File: config.mk
export PLATFORM = sky130hd
export DESIGN_NAME = register_alu_with_flags_unit
export DESIGN_NICKNAME = d
export VERILOG_FILES = /design/src/rtl/core/ralu_pkg.sv /design/src/rtl/core/ralu_div.sv /design/src/rtl/core/ralu_alu.sv /design/src/rtl/core/register_alu_with_flags_unit.sv
export SDC_FILE = /design/constraint.sdc
export NUM_CORES = 1
export LEC_CHECK = 0
export BUFFER_PORTS_ARGS = -buffer_cell sky130_fd_sc_hd__buf_2
export CORE_ASPECT_RATIO = 1.1
export CORE_MARGIN = 5
export CORE_UTILIZATION = 55
export DETAILED_ROUTE_END_ITERATION = 8
export GPL_TIMING_DRIVEN = 0
export PLACE_DENSITY = 0.72
export SLEW_MARGIN = 20
export SYNTH_ARGS = -nofsm -noshare
export SYNTH_HDL_FRONTEND = slang
export SYNTH_SLANG_ARGS = --single-unit
File: constraint.sdc
create_clock -name clk -period 16 [get_ports clk]
set_clock_uncertainty 0.05 [all_clocks]
set_input_delay 2.4 -clock clk [delete_from_list [all_inputs] [get_ports clk]]
set_output_delay 2.4 -clock clk [all_outputs]
set_load 0.1 [all_outputs]
File: src/rtl/core/ralu_pkg.sv
// Shared types and constants for the register ALU with flags.
package ralu_pkg;

  // Register file geometry
  localparam int NUM_REGS = 8;
  localparam int REG_W    = 16;
  localparam int IDX_W    = $clog2(NUM_REGS);
  localparam int SEL_W    = 3;
  localparam int CMD_W    = 4;
  localparam int FLG_W    = 4;

  // Flag word bit positions
  localparam int FLG_Z = 0;
  localparam int FLG_O = 1;
  localparam int FLG_C = 2;
  localparam int FLG_N = 3;

  // Command codes
  typedef enum logic [CMD_W-1:0] {
    CMD_LOAD = 4'd0,
    CMD_XCHG = 4'd1,
    CMD_ADD  = 4'd2,
    CMD_SUB  = 4'd3,
    CMD_MUL  = 4'd4,
    CMD_DIV  = 4'd5,
    CMD_NOT  = 4'd6,
    CMD_AND  = 4'd7,
    CMD_OR   = 4'd8,
    CMD_XOR  = 4'd9,
    CMD_TEST = 4'd10,
    CMD_SHL  = 4'd11,
    CMD_SHR  = 4'd12,
    CMD_CMP  = 4'd13
  } cmd_t;

  // Combinational ALU outcome
  typedef struct packed {
    logic [REG_W-1:0] value;
    logic             we;
    logic [FLG_W-1:0] flags;
  } alu_res_t;

endpackage

File: src/rtl/core/ralu_div.sv
// Iterative signed divider, one quotient bit per cycle, truncating toward zero.
module ralu_div (
  input  logic                         clk,
  input  logic                         rst_n,
  input  logic                         start,
  input  logic [ralu_pkg::REG_W-1:0]   dividend,
  input  logic [ralu_pkg::REG_W-1:0]   divisor,
  output logic                         done,
  output logic [ralu_pkg::REG_W-1:0]   quotient
);

  localparam int W     = ralu_pkg::REG_W;
  localparam int CNT_W = $clog2(W);

  logic             busy_r;
  logic             done_r;
  logic             neg_r;
  logic [CNT_W-1:0] cnt_r;
  logic [W-1:0]     rem_r;
  logic [W-1:0]     quo_r;
  logic [W-1:0]     dvs_r;

  logic [W-1:0]     dvd_mag;
  logic [W-1:0]     dvs_mag;
  logic [W-1:0]     trial;
  logic [W:0]       diff;

  // Magnitudes; the most negative value maps to its unsigned magnitude
  assign dvd_mag = dividend[W-1] ? (~dividend + W'(1)) : dividend;
  assign dvs_mag = divisor[W-1]  ? (~divisor + W'(1))  : divisor;

  // Restoring step: bring down the next dividend bit and try a subtract
  assign trial = {rem_r[W-2:0], quo_r[W-1]};
  assign diff  = {1'b0, trial} - {1'b0, dvs_r};

  always_ff @(posedge clk) begin
    if (!rst_n) begin
      busy_r <= 1'b0;
      done_r <= 1'b0;
      cnt_r  <= '0;
    end else begin
      done_r <= 1'b0;
      if (start) begin
        busy_r <= 1'b1;
        cnt_r  <= '0;
      end else if (busy_r) begin
        cnt_r <= cnt_r + CNT_W'(1);
        if (cnt_r == CNT_W'(W - 1)) begin
          busy_r <= 1'b0;
          done_r <= 1'b1;
        end
      end
    end
  end

  // Datapath registers
  always_ff @(posedge clk) begin
    if (start) begin
      quo_r <= dvd_mag;
      dvs_r <= dvs_mag;
      rem_r <= '0;
      neg_r <= dividend[W-1] ^ divisor[W-1];
    end else if (busy_r) begin
      if (!diff[W]) begin
        rem_r <= diff[W-1:0];
      end else begin
        rem_r <= trial;
      end
      quo_r <= {quo_r[W-2:0], ~diff[W]};
    end
  end

  assign done     = done_r;
  assign quotient = neg_r ? (~quo_r + W'(1)) : quo_r;

endmodule

File: src/rtl/core/ralu_alu.sv
// Combinational ALU for all commands but divide: result, write enable, flags.
module ralu_alu (
  input  logic [ralu_pkg::CMD_W-1:0] cmd,
  input  logic [ralu_pkg::REG_W-1:0] op_a,
  input  logic [ralu_pkg::REG_W-1:0] op_b,
  input  logic [ralu_pkg::REG_W-1:0] imm,
  input  logic [ralu_pkg::FLG_W-1:0] flags_in,
  output ralu_pkg::alu_res_t         res
);

  localparam int W = ralu_pkg::REG_W;

  logic [W-1:0] sub_r;
  logic [W-1:0] and_r;
  logic         sh_big;
  logic [W:0]   shl_ext;
  logic [W:0]   shr_ext;
  logic [W-1:0] shl_val;
  logic         shl_c;
  logic [W-1:0] shr_val;
  logic         shr_c;
  logic [W-1:0] fill;

  assign sub_r  = op_a - op_b;
  assign and_r  = op_a & op_b;
  assign sh_big = (op_b >= W'(W));
  assign fill   = {W{op_a[W-1]}};

  // Shifts: the extra bit catches the last bit shifted out
  assign shl_ext = {1'b0, op_a} << op_b[$clog2(W)-1:0];
  assign shr_ext = $unsigned($signed({op_a, 1'b0}) >>> op_b[$clog2(W)-1:0]);
  assign shl_val = sh_big ? '0 : shl_ext[W-1:0];
  assign shl_c   = sh_big ? ((op_b == W'(W)) && op_a[0]) : shl_ext[W];
  assign shr_val = sh_big ? fill : shr_ext[W:1];
  assign shr_c   = sh_big ? op_a[W-1] : shr_ext[0];

  always_comb begin
    res.value = op_a;
    res.we    = 1'b0;
    res.flags = flags_in;
    case (cmd)
      ralu_pkg::CMD_LOAD: begin
        res.value = imm;
        res.we    = 1'b1;
      end
      ralu_pkg::CMD_XCHG: begin
        res.value = op_b;
        res.we    = 1'b1;
      end
      ralu_pkg::CMD_ADD: begin
        res.value = op_a + op_b;
        res.we    = 1'b1;
      end
      ralu_pkg::CMD_SUB: begin
        res.value = sub_r;
        res.we    = 1'b1;
      end
      ralu_pkg::CMD_MUL: begin
        res.value = op_a * op_b;
        res.we    = 1'b1;
      end
      ralu_pkg::CMD_NOT: begin
        res.value = ~op_a;
        res.we    = 1'b1;
      end
      ralu_pkg::CMD_AND: begin
        res.value = and_r;
        res.we    = 1'b1;
      end
      ralu_pkg::CMD_OR: begin
        res.value = op_a | op_b;
        res.we    = 1'b1;
      end
      ralu_pkg::CMD_XOR: begin
        res.value = op_a ^ op_b;
        res.we    = 1'b1;
      end
      ralu_pkg::CMD_TEST: begin
        res.flags[ralu_pkg::FLG_Z] = (and_r == '0);
        res.flags[ralu_pkg::FLG_N] = and_r[W-1];
      end
      ralu_pkg::CMD_SHL: begin
        res.value                  = shl_val;
        res.we                     = 1'b1;
        res.flags[ralu_pkg::FLG_Z] = (shl_val == '0);
        res.flags[ralu_pkg::FLG_N] = shl_val[W-1];
        res.flags[ralu_pkg::FLG_C] = shl_c;
      end
      ralu_pkg::CMD_SHR: begin
        res.value                  = shr_val;
        res.we                     = 1'b1;
        res.flags[ralu_pkg::FLG_Z] = (shr_val == '0);
        res.flags[ralu_pkg::FLG_N] = shr_val[W-1];
        res.flags[ralu_pkg::FLG_C] = shr_c;
      end
      ralu_pkg::CMD_CMP: begin
        res.flags[ralu_pkg::FLG_Z] = (sub_r == '0);
        res.flags[ralu_pkg::FLG_N] = sub_r[W-1];
        res.flags[ralu_pkg::FLG_C] = ($signed(op_a) < $signed(op_b));
        res.flags[ralu_pkg::FLG_O] = (op_a[W-1] ^ op_b[W-1]) & (op_a[W-1] ^ sub_r[W-1]);
      end
      default: begin
        // divide is handled by the divider; unused codes are no-ops
        res.we = 1'b0;
      end
    endcase
  end

endmodule

File: src/rtl/core/register_alu_with_flags_unit.sv
// Top level: register file, sequencer, shared ALU and iterative divider.
//
// Input channel (in_valid/in_ready) takes one instruction word: command,
// destination and source register indexes and a 16-bit immediate. The result
// channel (out_valid/out_ready) returns one word per instruction: destination
// and source register contents after the instruction, the flag word and the
// divide-by-zero indication.
// Sequence: an instruction is read from the register file, executed, written
// back and read back (states RD, EX, WB, RB, OUT); exchange adds a second
// write-back step, as it writes two registers through the single write port.
// A divide by a nonzero value adds a wait for the 16-step divider between
// execute and write-back; divides set the sustained rate.
// The block takes one instruction at a time; in_ready is low while it works.
// A finished word sits in the output register; the next instruction may be
// accepted and executed meanwhile, and its result waits until out_ready.
// Reset (rst_n low, synchronous) clears every register to zero at once
// through per-entry valid bits, clears the flags and drops out_valid.
module register_alu_with_flags_unit (
  input  logic                               clk,
  input  logic                               rst_n,
  input  logic                               in_valid,
  output logic                               in_ready,
  input  logic [ralu_pkg::CMD_W-1:0]         in_cmd,
  input  logic [ralu_pkg::SEL_W-1:0]         in_dst_reg,
  input  logic [ralu_pkg::SEL_W-1:0]         in_src_reg,
  input  logic signed [ralu_pkg::REG_W-1:0]  in_immediate,
  output logic                               out_valid,
  input  logic                               out_ready,
  output logic signed [ralu_pkg::REG_W-1:0]  out_dst_value,
  output logic signed [ralu_pkg::REG_W-1:0]  out_src_value,
  output logic [ralu_pkg::FLG_W-1:0]         out_flags,
  output logic                               out_div_zero
);

  localparam int W = ralu_pkg::REG_W;
  localparam int N = ralu_pkg::NUM_REGS;

  typedef enum logic [2:0] {
    ST_IDLE,
    ST_RD,
    ST_EX,
    ST_DIV,
    ST_WB,
    ST_WB2,
    ST_RB,
    ST_OUT
  } state_t;

  state_t state_r, state_nxt;

  // Latched instruction word
  logic [ralu_pkg::CMD_W-1:0] cmd_r;
  logic [ralu_pkg::SEL_W-1:0] dst_r;
  logic [ralu_pkg::SEL_W-1:0] src_r;
  logic [W-1:0]               imm_r;

  // Register file storage and read ports
  logic [W-1:0]               mem [N];
  logic [N-1:0]               valid_r;
  logic [W-1:0]               rd_a_r;
  logic [W-1:0]               rd_b_r;
  logic                       a_ok_r;
  logic                       b_ok_r;

  // Execution results
  logic [W-1:0]               res_r;
  logic                       res_we_r;
  logic [W-1:0]               swap_r;
  logic [ralu_pkg::FLG_W-1:0] flag_r;
  logic                       dz_r;

  logic                       out_valid_r;
  logic [W-1:0]               out_dst_r;
  logic [W-1:0]               out_src_r;
  logic [ralu_pkg::FLG_W-1:0] out_flags_r;
  logic                       out_dz_r;

  logic [ralu_pkg::IDX_W-1:0] dst_idx;
  logic [ralu_pkg::IDX_W-1:0] src_idx;
  logic                       dst_in;
  logic                       src_in;
  logic [W-1:0]               op_a;
  logic [W-1:0]               op_b;
  logic                       is_div;
  logic                       div_start;
  logic                       div_done;
  logic [W-1:0]               div_q;
  ralu_pkg::alu_res_t         alu_res;

  logic                       wr_en;
  logic [ralu_pkg::IDX_W-1:0] wr_idx;
  logic [W-1:0]               wr_data;

  assign dst_idx = ralu_pkg::IDX_W'(dst_r);
  assign src_idx = ralu_pkg::IDX_W'(src_r);
  assign dst_in  = (32'(dst_r) < N);
  assign src_in  = (32'(src_r) < N);

  // Out-of-range or never-written registers read as zero
  assign op_a = a_ok_r ? rd_a_r : '0;
  assign op_b = b_ok_r ? rd_b_r : '0;

  assign is_div    = (cmd_r == ralu_pkg::CMD_DIV);
  assign div_start = (state_r == ST_EX) && is_div && (op_b != '0);

  ralu_alu u_alu (
    .cmd      (cmd_r),
    .op_a     (op_a),
    .op_b     (op_b),
    .imm      (imm_r),
    .flags_in (flag_r),
    .res      (alu_res)
  );

  ralu_div u_div (
    .clk      (clk),
    .rst_n    (rst_n),
    .start    (div_start),
    .dividend (op_a),
    .divisor  (op_b),
    .done     (div_done),
    .quotient (div_q)
  );

  // Write port: destination in write-back, source on the exchange's second write
  always_comb begin
    wr_en   = 1'b0;
    wr_idx  = dst_idx;
    wr_data = res_r;
    if (state_r == ST_WB) begin
      wr_en = res_we_r && dst_in;
    end else if (state_r == ST_WB2) begin
      wr_en   = src_in;
      wr_idx  = src_idx;
      wr_data = swap_r;
    end
  end

  // Register file array: one write port, two registered read ports
  always_ff @(posedge clk) begin
    if (wr_en) begin
      mem[wr_idx] <= wr_data;
    end
    rd_a_r <= mem[dst_idx];
    rd_b_r <= mem[src_idx];
  end

  // Entry valid bits and read qualifiers
  always_ff @(posedge clk) begin
    if (!rst_n) begin
      valid_r <= '0;
      a_ok_r  <= 1'b0;
      b_ok_r  <= 1'b0;
    end else begin
      if (wr_en) begin
        valid_r[wr_idx] <= 1'b1;
      end
      a_ok_r <= dst_in && valid_r[dst_idx];
      b_ok_r <= src_in && valid_r[src_idx];
    end
  end

  // Sequencer next state
  always_comb begin
    state_nxt = state_r;
    case (state_r)
      ST_IDLE: if (in_valid) state_nxt = ST_RD;
      ST_RD:   state_nxt = ST_EX;
      ST_EX:   state_nxt = div_start ? ST_DIV : ST_WB;
      ST_DIV:  if (div_done) state_nxt = ST_WB;
      ST_WB:   state_nxt = (cmd_r == ralu_pkg::CMD_XCHG) ? ST_WB2 : ST_RB;
      ST_WB2:  state_nxt = ST_RB;
      ST_RB:   state_nxt = ST_OUT;
      ST_OUT:  if (!out_valid_r || out_ready) state_nxt = ST_IDLE;
      default: state_nxt = ST_IDLE;
    endcase
  end

  // State, instruction latch, execution results and output register
  always_ff @(posedge clk) begin
    if (!rst_n) begin
      state_r     <= ST_IDLE;
      flag_r      <= '0;
      res_we_r    <= 1'b0;
      dz_r        <= 1'b0;
      out_valid_r <= 1'b0;
    end else begin
      state_r <= state_nxt;
      // Output word leaves when taken, unless a new one replaces it
      if (out_valid_r && out_ready && (state_r != ST_OUT)) begin
        out_valid_r <= 1'b0;
      end
      case (state_r)
        ST_IDLE: begin
          if (in_valid) begin
            cmd_r <= in_cmd;
            dst_r <= in_dst_reg;
            src_r <= in_src_reg;
            imm_r <= in_immediate;
          end
        end
        ST_EX: begin
          res_r    <= alu_res.value;
          res_we_r <= alu_res.we;
          flag_r   <= alu_res.flags;
          swap_r   <= op_a;
          dz_r     <= is_div && (op_b == '0);
        end
        ST_DIV: begin
          if (div_done) begin
            res_r    <= div_q;
            res_we_r <= 1'b1;
          end
        end
        ST_OUT: begin
          if (!out_valid_r || out_ready) begin
            out_valid_r <= 1'b1;
            out_dst_r   <= op_a;
            out_src_r   <= op_b;
            out_flags_r <= flag_r;
            out_dz_r    <= dz_r;
          end
        end
        default: begin
          res_we_r <= res_we_r;
        end
      endcase
    end
  end

  assign in_ready      = (state_r == ST_IDLE);
  assign out_valid     = out_valid_r;
  assign out_dst_value = out_dst_r;
  assign out_src_value = out_src_r;
  assign out_flags     = out_flags_r;
  assign out_div_zero  = out_dz_r;

  // A divide is never started on a zero divisor
  assert property (@(posedge clk) disable iff (!rst_n) div_start |-> (op_b != '0))
    else $error("divider started with zero divisor");

  // Divider completion is only seen while the sequencer waits for it
  assert property (@(posedge clk) disable iff (!rst_n) div_done |-> (state_r == ST_DIV))
    else $error("divider done outside divide wait");

  // An accepted word always moves the sequencer to the read step
  assert property (@(posedge clk) disable iff (!rst_n) (in_valid && in_ready) |=> (state_r == ST_RD))
    else $error("accepted word did not start execution");

  // Written registers never fall back to the reset value without reset
  assert property (@(posedge clk) disable iff (!rst_n)
    1'b1 |=> ((valid_r & $past(valid_r)) == $past(valid_r)))
    else $error("register valid bit cleared outside reset");

  // Divide-by-zero suppresses any destination write
  assert property (@(posedge clk) disable iff (!rst_n) ((state_r == ST_WB) && dz_r) |-> !wr_en)
    else $error("write-back after divide by zero");

endmodule
==> results.json <==
{
  "pwr_density_cell_nw_per_um2": 95.9,
  "crit_type": "register to register",
  "p_leak_nw": 10.1,
  "chipHeight_um": 227,
  "dieArea_um2": 46900,
  "timing.hold.ws_ps": 396,
  "drtPass1Iterations": 8,
  "insertion_delay_ps": 590,
  "num_io_pins": 69,
  "finalCriticalPeriod_ps": 8970,
  "cp_data_arrival_time_ps": 9200,
  "synth_area_um2": 23500,
  "synthTopCellsByCount": "256 x edfxtp_1, 233 x nand2_1, 200 x nor2_1",
  "ys_ff_latch": 329,
  "nFillCells": 3420,
  "m1WireLength_mm": 33.4,
  "finalSetupTns_ps": 0,
  "final_area_um2": 26000,
  "drt.antenna.violating_nets": 0,
  "avgSynthCellArea_um2": 10.1,
  "ir_worst_vdd_mv": 0.154,
  "drive_above_1_share_pct": 13.0,
  "final-setup-viol-count": 0,
  "place_area_um2": 24700,
  "yosysSeqAreaShare_pct": 39.0,
  "crit_path_end_kind": "register",
  "drtIter0Drc": 2578,
  "clock_path_buffers": 3,
  "rows": 79,
  "gp_congestion": 1.05,
  "core_area_um2": 42200,
  "routed.top_layer": "met4",
  "fin_crit_sh_pct": 56.1,
  "post_cts_resized": 0,
  "synthArstFlopShare_pct": 0,
  "synth_edf_count": 256,
  "cts_setup_buffers": 0,
  "tritoncts": "built",
  "rrSetupSlack_ps": 7030,
  "final_hold_viol_count": 0,
  "drv_cap": 0,
  "cts_buffers": 36,
  "status": "finished clean",
  "rsz0062_at_grt": "false",
  "grt_overflow_total": 0,
  "die_x_um": 207,
  "avgViaCountPerCell": 6.77,
  "initial_utilization_pct": 55.6,
  "synth.top_cell.area_share_pct": 32.8,
  "yosys_warnings": 0,
  "grt_max_degree": 29,
  "wire_per_inst_um": 30.8,
  "port_buffers": 68,
  "vias": 20520,
  "htreeDepth": 2,
  "met2_length_mm": 42.4,
  "cp-start-kind": "register",
  "synth_cell_types": 85,
  "cts.clk_slew.worst_paths_ps": 60,
  "max_freq_mhz": 111,
  "num-nets-final": 2663,
  "synth_nets": 2543,
  "hold_class": "register to register",
  "cts_sinks": 329,
  "drv_slew": 0,
  "syn_inst": 2312,
  "grt_pass1_wl_mm": 134,
  "routed_wl_mm": 93.2,
  "max_slew_margin_pct": 13.7,
  "syn2layout_area_growth_pct": 10.9,
  "dp_hpwl_mm": 69.5,
  "grt_pass1_vias": 19968,
  "ys.flop_type": "edfxtp_1",
  "antenna_found_initial": 2,
  "synthTopCellsByArea": "edfxtp_1 33%, mux4_2 7.4%, fa_1 7.1%, ha_1 6.3%, dfxtp_1 6.2%",
  "crit_path_max_fanout": 11,
  "worstMarginPinSlew_ps": 1290,
  "yosys.cell_count.top_type": "edfxtp_1",
  "crit_required_ps": 16230,
  "remaining_drc_errors": 0,
  "final_util_pct": 61.6,
  "met3_length_mm": 9.37,
  "grt_use_total_pct": 39.4,
  "root_buffer": "clkbuf_16",
  "ctsHoldBuffers": 0,
  "yosysTopAreaCell": "edfxtp_1"
}
## flip-flops by register name, summed over array words and instances, names as in the netlist, 3 cells and up
name,count
cmd_r,4
state_r,3
u_div.quo_r,16
mem,128
dst_idx,3
valid_r,8
imm_r,16
u_div.cnt_r,4
src_idx,3
rd_b_r,16
rd_a_r,16
out_dst_value,16
u_div.dvs_r,16
out_flags,4
out_src_value,16
res_r,16
swap_r,16
u_div.rem_r,15
flag_r,4
## worst max-delay path: stages, from the launching register on
cell and delay [ps]:
dfxtp_1 300, clkbuf_1 440, nand2_1 150, clkbuf_1 310, inv_1 390, clkbuf_1 490, buf_1 830, nand2_1 180
fa_1 530, fa_1 550, inv_1 60, fa_1 510, inv_1 60, fa_1 540, inv_1 70, fa_1 510
inv_1 60, fa_1 480, inv_1 50, ha_1 340, and3_1 210, a211oi_1 260, nor3_1 110, xnor2_1 500
nor2_1 90, a211oi_1 430, o22ai_1 200
## routing by layer
metal / up-vias / GRT usage, %
met5: - / 0
met4: 0 / 26.1
met3: 421 / 8.10
met2: 1511 / 62.5
met1: 9955 / 48.9
li1: 8633 / -
## power by group
part	switching, mW	internal [mW]
Combinational	0.349	0.183
Clock	0.373	0.521
Sequential	0.0634	1.01
## worst paths after layout
check | startpoint | to | cells after the start
setup / recovery | rd_b_r[2]$_DFF_P_ | res_r[15]$_DFFE_PP_ | 26
hold / removal | flag_r[1]$_SDFFE_PN0P_ | out_flags[1]$_DFFE_PP_ | 0
hold reg to reg | flag_r[1]$_SDFFE_PN0P_ | out_flags[1]$_DFFE_PP_ | 0
setup reg to reg | rd_b_r[2]$_DFF_P_ | res_r[15]$_DFFE_PP_ | 26
## cell usage in the layout, fill, tap and decap left out, types with 12 or more instances in the layout
cell	count
mux2_2	34
buf_2	89
nor4_1	13
xnor2_1	62
a211oi_1	17
o221ai_1	12
buf_1	17
o211ai_1	26
and2_1	17
a21oi_1	111
ha_1	118
mux2i_1	18
dfxtp_1	73
nand3_1	41
fa_1	83
a22oi_1	14
o31ai_1	18
o21ai_1	16
o21ai_0	111
or3_1	12
nor2_1	191
o21a_1	13
nor3_1	43
clkbuf_1	112
buf_6	13
nand2b_1	21
a21o_1	13
mux4_2	77
clkbuf_16	36
inv_1	185
a221oi_1	23
nand2_1	233
xor2_1	37
nor2b_1	17
a31oi_1	18
nand4_1	28
inv_2	14
edfxtp_1	256
and3_1	19
o22ai_1	25
## per-stage QoR
step	instances	setup WS [ps]	total power [mW]
3_3_place_gp	2947	7270	1.58
2_1_floorplan	2312	9510	1.41
6_report	3029	7030	2.49
4_1_cts	3027	7280	2.48
5_1_grt	3027	6950	2.57
3_5_place_dp	2961	7340	1.59
## final cells by class
| class | count | area [um2] | share of cell area (%) |
|---|---|---|---|
| Tap cell | 567 | 709 | 2.73 |
| Timing Repair Buffer | 82 | 498 | 1.92 |
| Clock inverter | 19 | 304 | 1.17 |
| Sequential cell | 329 | 9150 | 35.2 |
| Antenna cell | 2 | 5.00 | 0.0192 |
| Multi-Input combinational cell | 1628 | 13000 | 49.9 |
| Buffer | 149 | 618 | 2.38 |
| Clock buffer | 47 | 972 | 3.74 |
| Inverter | 206 | 773 | 2.97 |
## cells by family after synthesis
family | after synthesis | share of synthesized area, %
AOI/OAI and AO/OA | 505 | 14.1
and+or+nand+nor | 689 | 13.6
buffers and inverters | 355 | 5.92
adders and majority gates | 201 | 13.4
xor gates and xnor gates | 104 | 4.18
DFF | 329 | 39.0
muxes | 129 | 9.80
(Power assumes the default switching activity.)
